### config.mk
export PLATFORM = sky130hd
export DESIGN_NAME = fingertip_click_classifier_top
export DESIGN_NICKNAME = d
export VERILOG_FILES = /design/src/rtl/core/fcc_pkg.sv /design/src/rtl/core/fcc_box_test.sv /design/src/rtl/core/fingertip_click_classifier_top.sv
export VERILOG_INCLUDE_DIRS = /design/src /design/src/rtl/core
export SDC_FILE = /design/constraint.sdc
export NUM_CORES = 1
export LEC_CHECK = 0
export BUFFER_PORTS_ARGS = -buffer_cell sky130_fd_sc_hd__buf_4
export CAP_MARGIN = 15
export CORE_MARGIN = 4
export CORE_UTILIZATION = 30
export DETAILED_ROUTE_END_ITERATION = 7
export GPL_ROUTABILITY_DRIVEN = 0
export GPL_TIMING_DRIVEN = 0
export SLEW_MARGIN = 20
export SYNTH_ARGS = -nofsm -noshare
export SYNTH_HDL_FRONTEND = slang
export SYNTH_SLANG_ARGS = --single-unit
### constraint.sdc
create_clock -name clk -period 8.7 [get_ports clk]
set_input_delay 0.435 -clock clk [delete_from_list [all_inputs] [get_ports clk]]
set_output_delay 0.435 -clock clk [all_outputs]
set_load 0.05 [all_outputs]
### src/rtl/core/fingertip_click_classifier_top_macros.svh
// assertion helpers included by fingertip_click_classifier_top.sv
`ifndef FINGERTIP_CLICK_CLASSIFIER_TOP_MACROS_SVH
`define FINGERTIP_CLICK_CLASSIFIER_TOP_MACROS_SVH

// same-cycle implication, quiet during reset
`define FCC_ASSERT_NOW(label, ante, cons, msg) \
  label: assert property (@(posedge clk) disable iff (rst) (ante) |-> (cons)) \
    else $error(msg);

// next-cycle implication, quiet during reset
`define FCC_ASSERT_NEXT(label, ante, cons, msg) \
  label: assert property (@(posedge clk) disable iff (rst) (ante) |=> (cons)) \
    else $error(msg);

`endif

### src/rtl/core/fcc_pkg.sv
`default_nettype none

package fcc_pkg;

  localparam int CoordW = 12;

  localparam logic [2:0] RUN_MAX         = 3'd5;
  localparam logic [2:0] SYM_MAX         = 3'd6;
  localparam logic [2:0] OUTSIDE_MIN_RUN = 3'd5;

  typedef enum logic [1:0] {
    REG_BOX_LEFT   = 2'd0,
    REG_BOX_TOP    = 2'd1,
    REG_BOX_WIDTH  = 2'd2,
    REG_BOX_HEIGHT = 2'd3
  } cfg_reg_t;

  typedef enum logic [1:0] {
    CLICK_NONE   = 2'd0,
    CLICK_SINGLE = 2'd1,
    CLICK_DOUBLE = 2'd2
  } click_kind_t;

  typedef struct packed {
    logic [CoordW-1:0] left;
    logic [CoordW-1:0] top;
    logic [CoordW-1:0] width;
    logic [CoordW-1:0] height;
  } box_t;

endpackage

`default_nettype wire

### src/rtl/core/fcc_box_test.sv
`default_nettype none

module fcc_box_test
  import fcc_pkg::*;
(
  input  box_t              box,
  input  logic [CoordW-1:0] x,
  input  logic [CoordW-1:0] y,
  output logic              hit
);

  logic [CoordW:0] right_edge;
  logic [CoordW:0] bottom_edge;

  // far edges are one bit wider so they never wrap
  assign right_edge  = {1'b0, box.left} + {1'b0, box.width};
  assign bottom_edge = {1'b0, box.top} + {1'b0, box.height};

  assign hit = (x >= box.left) && ({1'b0, x} <= right_edge) &&
               (y >= box.top)  && ({1'b0, y} <= bottom_edge);

endmodule

`default_nettype wire

### src/rtl/core/fingertip_click_classifier_top.sv
// channel  | direction | beat fields                  | handshake
// ---------+-----------+------------------------------+----------------------
// in       | input     | tip_x, tip_y, last_point     | in_valid / in_ready
// out      | output    | click_kind                   | out_valid / out_ready
// cfg      | input     | cfg_index, cfg_data          | cfg_valid / cfg_ready
//
// one point per cycle sustained while no last point waits on a full
// result register; a point sits in the input register, and at the edge
// that empties it the run tracker updates and a last point loads the
// result register, which holds the click result. a waiting result only
// stalls a following last point, which then holds back the points behind
// it. rst is synchronous and clears the box registers, the run tracker
// and both valid flags. cfg_ready is always high.
`default_nettype none

module fingertip_click_classifier_top
  import fcc_pkg::*;
(
  input  logic              clk,
  input  logic              rst,
  // point channel
  input  logic              in_valid,
  output logic              in_ready,
  input  logic [CoordW-1:0] tip_x,
  input  logic [CoordW-1:0] tip_y,
  input  logic              last_point,
  // result channel
  output logic              out_valid,
  input  logic              out_ready,
  output logic [1:0]        click_kind,
  // configuration channel
  input  logic              cfg_valid,
  output logic              cfg_ready,
  input  logic [1:0]        cfg_index,
  input  logic [CoordW-1:0] cfg_data
);

`include "fingertip_click_classifier_top_macros.svh"

  // box registers
  box_t box;

  // input register
  logic              pt_valid;
  logic [CoordW-1:0] pt_x;
  logic [CoordW-1:0] pt_y;
  logic              pt_last;

  // run tracker state
  logic       started;
  logic       inside_prev;
  logic [2:0] run_length;
  logic       first_symbol;
  logic [2:0] symbol_count;

  // result register
  click_kind_t kind;

  logic pt_hit;
  logic consume;

  // run tracker next values
  logic       started_next;
  logic       inside_prev_next;
  logic [2:0] run_length_next;
  logic       first_symbol_next;
  logic [2:0] symbol_count_next;
  // after the final-run symbol on a last point
  logic       first_fin;
  logic [2:0] count_fin;
  logic       final_adds;
  click_kind_t kind_next;

  // config writes are always taken
  assign cfg_ready = 1'b1;

  always_ff @(posedge clk) begin
    if (rst) begin
      box <= '0;
    end else if (cfg_valid) begin
      case (cfg_reg_t'(cfg_index))
        REG_BOX_LEFT:   box.left   <= cfg_data;
        REG_BOX_TOP:    box.top    <= cfg_data;
        REG_BOX_WIDTH:  box.width  <= cfg_data;
        REG_BOX_HEIGHT: box.height <= cfg_data;
        default: ;
      endcase
    end
  end

  // a point leaves the input register unless it is a last point
  // and the result register is still full
  assign consume  = pt_valid && (!pt_last || !out_valid || out_ready);
  assign in_ready = !pt_valid || consume;

  always_ff @(posedge clk) begin
    if (rst) begin
      pt_valid <= 1'b0;
    end else if (in_ready) begin
      pt_valid <= in_valid;
    end
  end

  // point payload, no reset needed
  always_ff @(posedge clk) begin
    if (in_ready && in_valid) begin
      pt_x    <= tip_x;
      pt_y    <= tip_y;
      pt_last <= last_point;
    end
  end

  fcc_box_test u_box_test (
    .box (box),
    .x   (pt_x),
    .y   (pt_y),
    .hit (pt_hit)
  );

  // run and symbol update for one point
  always_comb begin
    started_next      = 1'b1;
    inside_prev_next  = inside_prev;
    run_length_next   = run_length;
    first_symbol_next = first_symbol;
    symbol_count_next = symbol_count;
    if (!started) begin
      // first point of a sequence opens a run
      inside_prev_next = pt_hit;
      run_length_next  = 3'd1;
    end else if (pt_hit == inside_prev) begin
      if (run_length < RUN_MAX) begin
        run_length_next = run_length + 3'd1;
      end
    end else begin
      // run ended: it becomes a symbol, a new run starts
      if (symbol_count == 3'd0) begin
        first_symbol_next = inside_prev;
      end
      if (symbol_count < SYM_MAX) begin
        symbol_count_next = symbol_count + 3'd1;
      end
      inside_prev_next = pt_hit;
      run_length_next  = 3'd1;
    end
  end

  // final run only counts if long enough
  always_comb begin
    final_adds = (!inside_prev_next && (run_length_next >= OUTSIDE_MIN_RUN)) ||
                 (inside_prev_next && (run_length_next > 3'd1));
    first_fin  = first_symbol_next;
    count_fin  = symbol_count_next;
    if (final_adds) begin
      if (symbol_count_next == 3'd0) begin
        first_fin = inside_prev_next;
      end
      if (symbol_count_next < SYM_MAX) begin
        count_fin = symbol_count_next + 3'd1;
      end
    end
  end

  // 10 / 010 single, 1010 / 01010 double
  always_comb begin
    kind_next = CLICK_NONE;
    if ((count_fin == 3'd2 && first_fin) || (count_fin == 3'd3 && !first_fin)) begin
      kind_next = CLICK_SINGLE;
    end else if ((count_fin == 3'd4 && first_fin) ||
                 (count_fin == 3'd5 && !first_fin)) begin
      kind_next = CLICK_DOUBLE;
    end
  end

  always_ff @(posedge clk) begin
    if (rst) begin
      started      <= 1'b0;
      inside_prev  <= 1'b0;
      run_length   <= '0;
      first_symbol <= 1'b0;
      symbol_count <= '0;
    end else if (consume) begin
      if (pt_last) begin
        // sequence done, tracker starts over
        started      <= 1'b0;
        inside_prev  <= 1'b0;
        run_length   <= '0;
        first_symbol <= 1'b0;
        symbol_count <= '0;
      end else begin
        started      <= started_next;
        inside_prev  <= inside_prev_next;
        run_length   <= run_length_next;
        first_symbol <= first_symbol_next;
        symbol_count <= symbol_count_next;
      end
    end
  end

  // result register
  always_ff @(posedge clk) begin
    if (rst) begin
      out_valid <= 1'b0;
    end else if (consume && pt_last) begin
      out_valid <= 1'b1;
    end else if (out_ready) begin
      out_valid <= 1'b0;
    end
  end

  always_ff @(posedge clk) begin
    if (consume && pt_last) begin
      kind <= kind_next;
    end
  end

  assign click_kind = kind;

  // a last point always yields a result and an idle tracker
  `FCC_ASSERT_NEXT(a_last_clears, consume && pt_last, out_valid && !started,
                   "last point did not produce a result or clear the tracker")
  // an idle tracker holds no run and no symbols
  `FCC_ASSERT_NOW(a_idle_empty, !started,
                  run_length == 3'd0 && symbol_count == 3'd0,
                  "tracker idle with leftover run or symbols")
  // an ordinary point leaves the tracker running
  `FCC_ASSERT_NEXT(a_mid_started, consume && !pt_last, started && run_length != 3'd0,
                   "tracker not running after a mid-sequence point")
  // counters stay within saturation limits
  `FCC_ASSERT_NOW(a_sat_limits, started,
                  run_length <= RUN_MAX && symbol_count <= SYM_MAX,
                  "run or symbol counter beyond saturation")

endmodule

`default_nettype wire
==> flow_metrics.py <==
metrics = {
    "timing": {
        "drv_slew": 0,
        "fin_crit_ns": 6.090,
        "hold_viol": 0,
        "finalSetupTns_ns": 0,
        "fin_crit_sh": 0.7000,
        "setup_viol": 0,
        "slew_headroom": 0.5257,
        "grt_setup_unrepaired": "no",
        "timing.fmax_mhz": 164.2,
        "worst_slew_pin_slew_ns": 0.7115,
        "finClkSkew_ns": 0.01287,
    },
    "clock_tree": {
        "clkTransAtPathRegs_ns": 0.08,
        "clock-sinks": 86,
        "clk_path_buf_depth": 2,
        "cts_tree": "built",
        "clock_latency_ns": 0.35,
        "cts_hold_buf": 0,
        "cts_buffers": 9,
        "post_cts_buffers": 0,
        "cts-resized-gates": 0,
        "clock-root-buffer": "clkbuf_16",
        "htree_levels": 3,
    },
    "global_routing": {
        "grt_usage": 0.1276,
        "grt_pass1_vias": 4172,
        "grt_pass1_wl_mm": 20.79,
        "antenna_found_initial": 0,
        "gr-total-overflow": 0,
        "grt_max_degree": 19,
    },
    "layout": {
        "drive_above_1_share": 0.1169,
        "mostFrequentLayoutCells": "ha_1, nor2_1, nand2_1",
        "nFillCells": 1871,
        "fin_area_sq_um": 6469,
        "areaGrowthSynthToFinish_pct": 17.61,
        "final_common_cell": "ha_1",
        "diodes": 0,
        "nets": 796,
    },
    "min_path": {
        "hp-class": "input port to flop",
    },
    "detailed_routing": {
        "drc_errors": 0,
        "via_count": 4384,
        "avgRoutedWirePerCell_um": 13.82,
        "route.antenna.remaining_nets": 0,
        "first_iter_violations": 204,
        "wirelength_mm": 12.51,
        "first_pass_iters": 4,
        "vias_per_cell": 4.844,
    },
    "synthesis": {
        "yosysWarnings": 0,
        "synth_edf_count": 27,
        "synth-seq-area-share": 0.3621,
        "synth.distinct_cells": 63,
        "synth_nets": 737,
        "syn-mean-instance-area_sq_um": 8.987,
        "synth-seq-cells": 86,
        "yosys_most_used_dff": "dfxtp_1",
        "synthCells": 612,
        "syn_area_sq_um": 5500,
        "synthArstFlopShare": 0,
    },
    "setup_path": {
        "worst_setup_path_start_kind": "flop",
        "arrival_ns": 6.32,
        "endpoint_kind": "flop",
        "reg2reg_slack_ns": 2.61,
        "worstPathMaxFanout": 7,
        "cp.required_ns": 8.93,
        "crit_type": "flop to flop",
    },
    "power_and_ir_drop": {
        "total_power_w": 0.0009689,
        "leakage_nw": 2.697,
        "p_per_area_nw_per_um2": 149.8,
        "max-vdd-ir-drop_mv": 0.1131,
    },
    "placed_design": {
        "portBuffers": 47,
        "dp_hpwl_mm": 10.04,
        "dpl-instance-area_sq_um": 6170,
    },
    "floorplanning": {
        "die_h_um": 143.4,
        "start_util": 0.3052,
        "design.die.area_sq_um": 20570,
        "core_area_sq_um": 18020,
        "num_rows": 49,
        "die_x_um": 143.4,
        "io_pins": 49,
    },
    "run": {
        "drv_cap": 0,
    },
    "run_status": {
        "status": "finished, final reports clean",
    },
}
worst paths after layout:
path                            startpoint            end  cells after the start
worst max register to register     box[13]  click_kind[1]                     24
worst min register to register      box[7]         box[7]                      2
worst min-delay path            last_point        pt_last                      1
worst max-delay path               box[13]  click_kind[1]                     24
cells in the mapped netlist, types with 3 or more instances:
| cell type | count | area [sq um] |
|---|---|---|
| nor3_1 | 17 | 85.08 |
| inv_1 | 39 | 146.4 |
| o21bai_1 | 4 | 30.03 |
| nand2b_1 | 9 | 56.30 |
| and3_1 | 3 | 18.77 |
| nand3b_1 | 3 | 22.52 |
| nand3_1 | 8 | 40.04 |
| xor2_1 | 12 | 105.1 |
| ha_1 | 79 | 988.5 |
| dfxtp_1 | 59 | 1181 |
| nor3b_1 | 3 | 22.52 |
| a21oi_1 | 57 | 285.3 |
| nor2b_1 | 3 | 18.77 |
| nor2_1 | 68 | 255.2 |
| nor4_1 | 5 | 31.28 |
| xnor2_1 | 7 | 61.31 |
| o21ai_0 | 25 | 125.1 |
| edfxtp_1 | 27 | 810.8 |
| nand4_1 | 8 | 50.05 |
| a211oi_1 | 9 | 67.56 |
| clkbuf_1 | 13 | 48.80 |
| mux2i_1 | 15 | 150.1 |
| o21a_1 | 9 | 67.56 |
| nand2_1 | 63 | 236.5 |
| a21o_1 | 11 | 82.58 |
| a22oi_1 | 4 | 30.03 |
worst max-delay path, stage by stage (launching register included):
cell and delay (ns):
dfxtp_1 0.34, ha_1 0.31, a211oi_1 0.24, nor2_1 0.09
or4_1 0.44, a41o_1 0.27, o41a_1 0.32, xnor2_1 0.14
ha_1 0.29, nand3_1 0.13, nor3_1 0.21, o31ai_1 0.11
a311o_1 0.43, nor2_1 0.13, nor2_1 0.06, ha_1 0.36
nor2b_1 0.21, nand2_1 0.09, xnor2_1 0.36, inv_1 0.14
ha_1 0.33, or2_2 0.30, a311o_1 0.36, a21oi_1 0.14
mux2_4 0.15
layout make-up:
class	instances	area, sq um	share of cell area
Clock inverter	7	73.82	0.01141
Sequential cell	86	1992	0.3079
Clock buffer	9	225.2	0.03482
Multi-Input combinational cell	471	3309	0.5116
Buffer	16	67.56	0.01044
Inverter	39	146.4	0.02263
Tap cell	229	286.5	0.04429
Timing Repair Buffer	48	367.9	0.05687
metrics by stage:
| stage | hold slack [ns] | setup WS, ns | instances | utilization |
|---|---|---|---|---|
| after floorplan | 0.4406 | 3.247 | 612 | - |
| after global placement | 0.4486 | 2.595 | 888 | 0.3406 |
| after detailed placement | 0.4519 | 2.586 | 889 | 0.3423 |
| after CTS | 0.2360 | 2.541 | 905 | 0.3589 |
| after global routing | 0.2337 | 1.938 | 905 | 0.3589 |
| final | 0.2522 | 2.610 | 905 | 0.3589 |
routing by layer:
layer | vias up | share of wire | wire length, um | track usage
met4 | 0 | 0.012 | 153 | 0.03419
met2 | 59 | 0.46 | 5783 | 0.2085
met1 | 1986 | 0.49 | 6180 | 0.1706
li1 | 2333 | - | - | -
met5 | - | 0 | 0 | 0
met3 | 6 | 0.031 | 392 | 0.02928
cell families after synthesis:
logic type      Yosys count  share of synthesized area
mux                      18                    0.03412
other cells               1                  0.0006818
compound gates          149                     0.1770
xor+xnor                 19                    0.03025
buf+inv                  55                    0.03890
fa+ha+maj                81                     0.1870
simple gates            203                     0.1699
flops                    86                     0.3621
sequential cells by signal, indices dropped and copies added (netlist names):
name and cells:
box 48, pt_x 12, pt_y 12, run_length 3
symbol_count 3, click_kind 2, first_symbol 1, inside_prev 1
out_valid 1, pt_last 1, pt_valid 1, started 1
power breakdown:
part / switching [W] / leakage, nW / internal [W]
clock: 0.000186 / 0.149 / 0.000204
sequential: 0.0000112 / 0.741 / 0.000430
combinational: 0.0000770 / 1.81 / 0.0000614
total: 0.000274 / 2.70 / 0.000695
No activity file was read; power rests on OpenSTA's default activity.
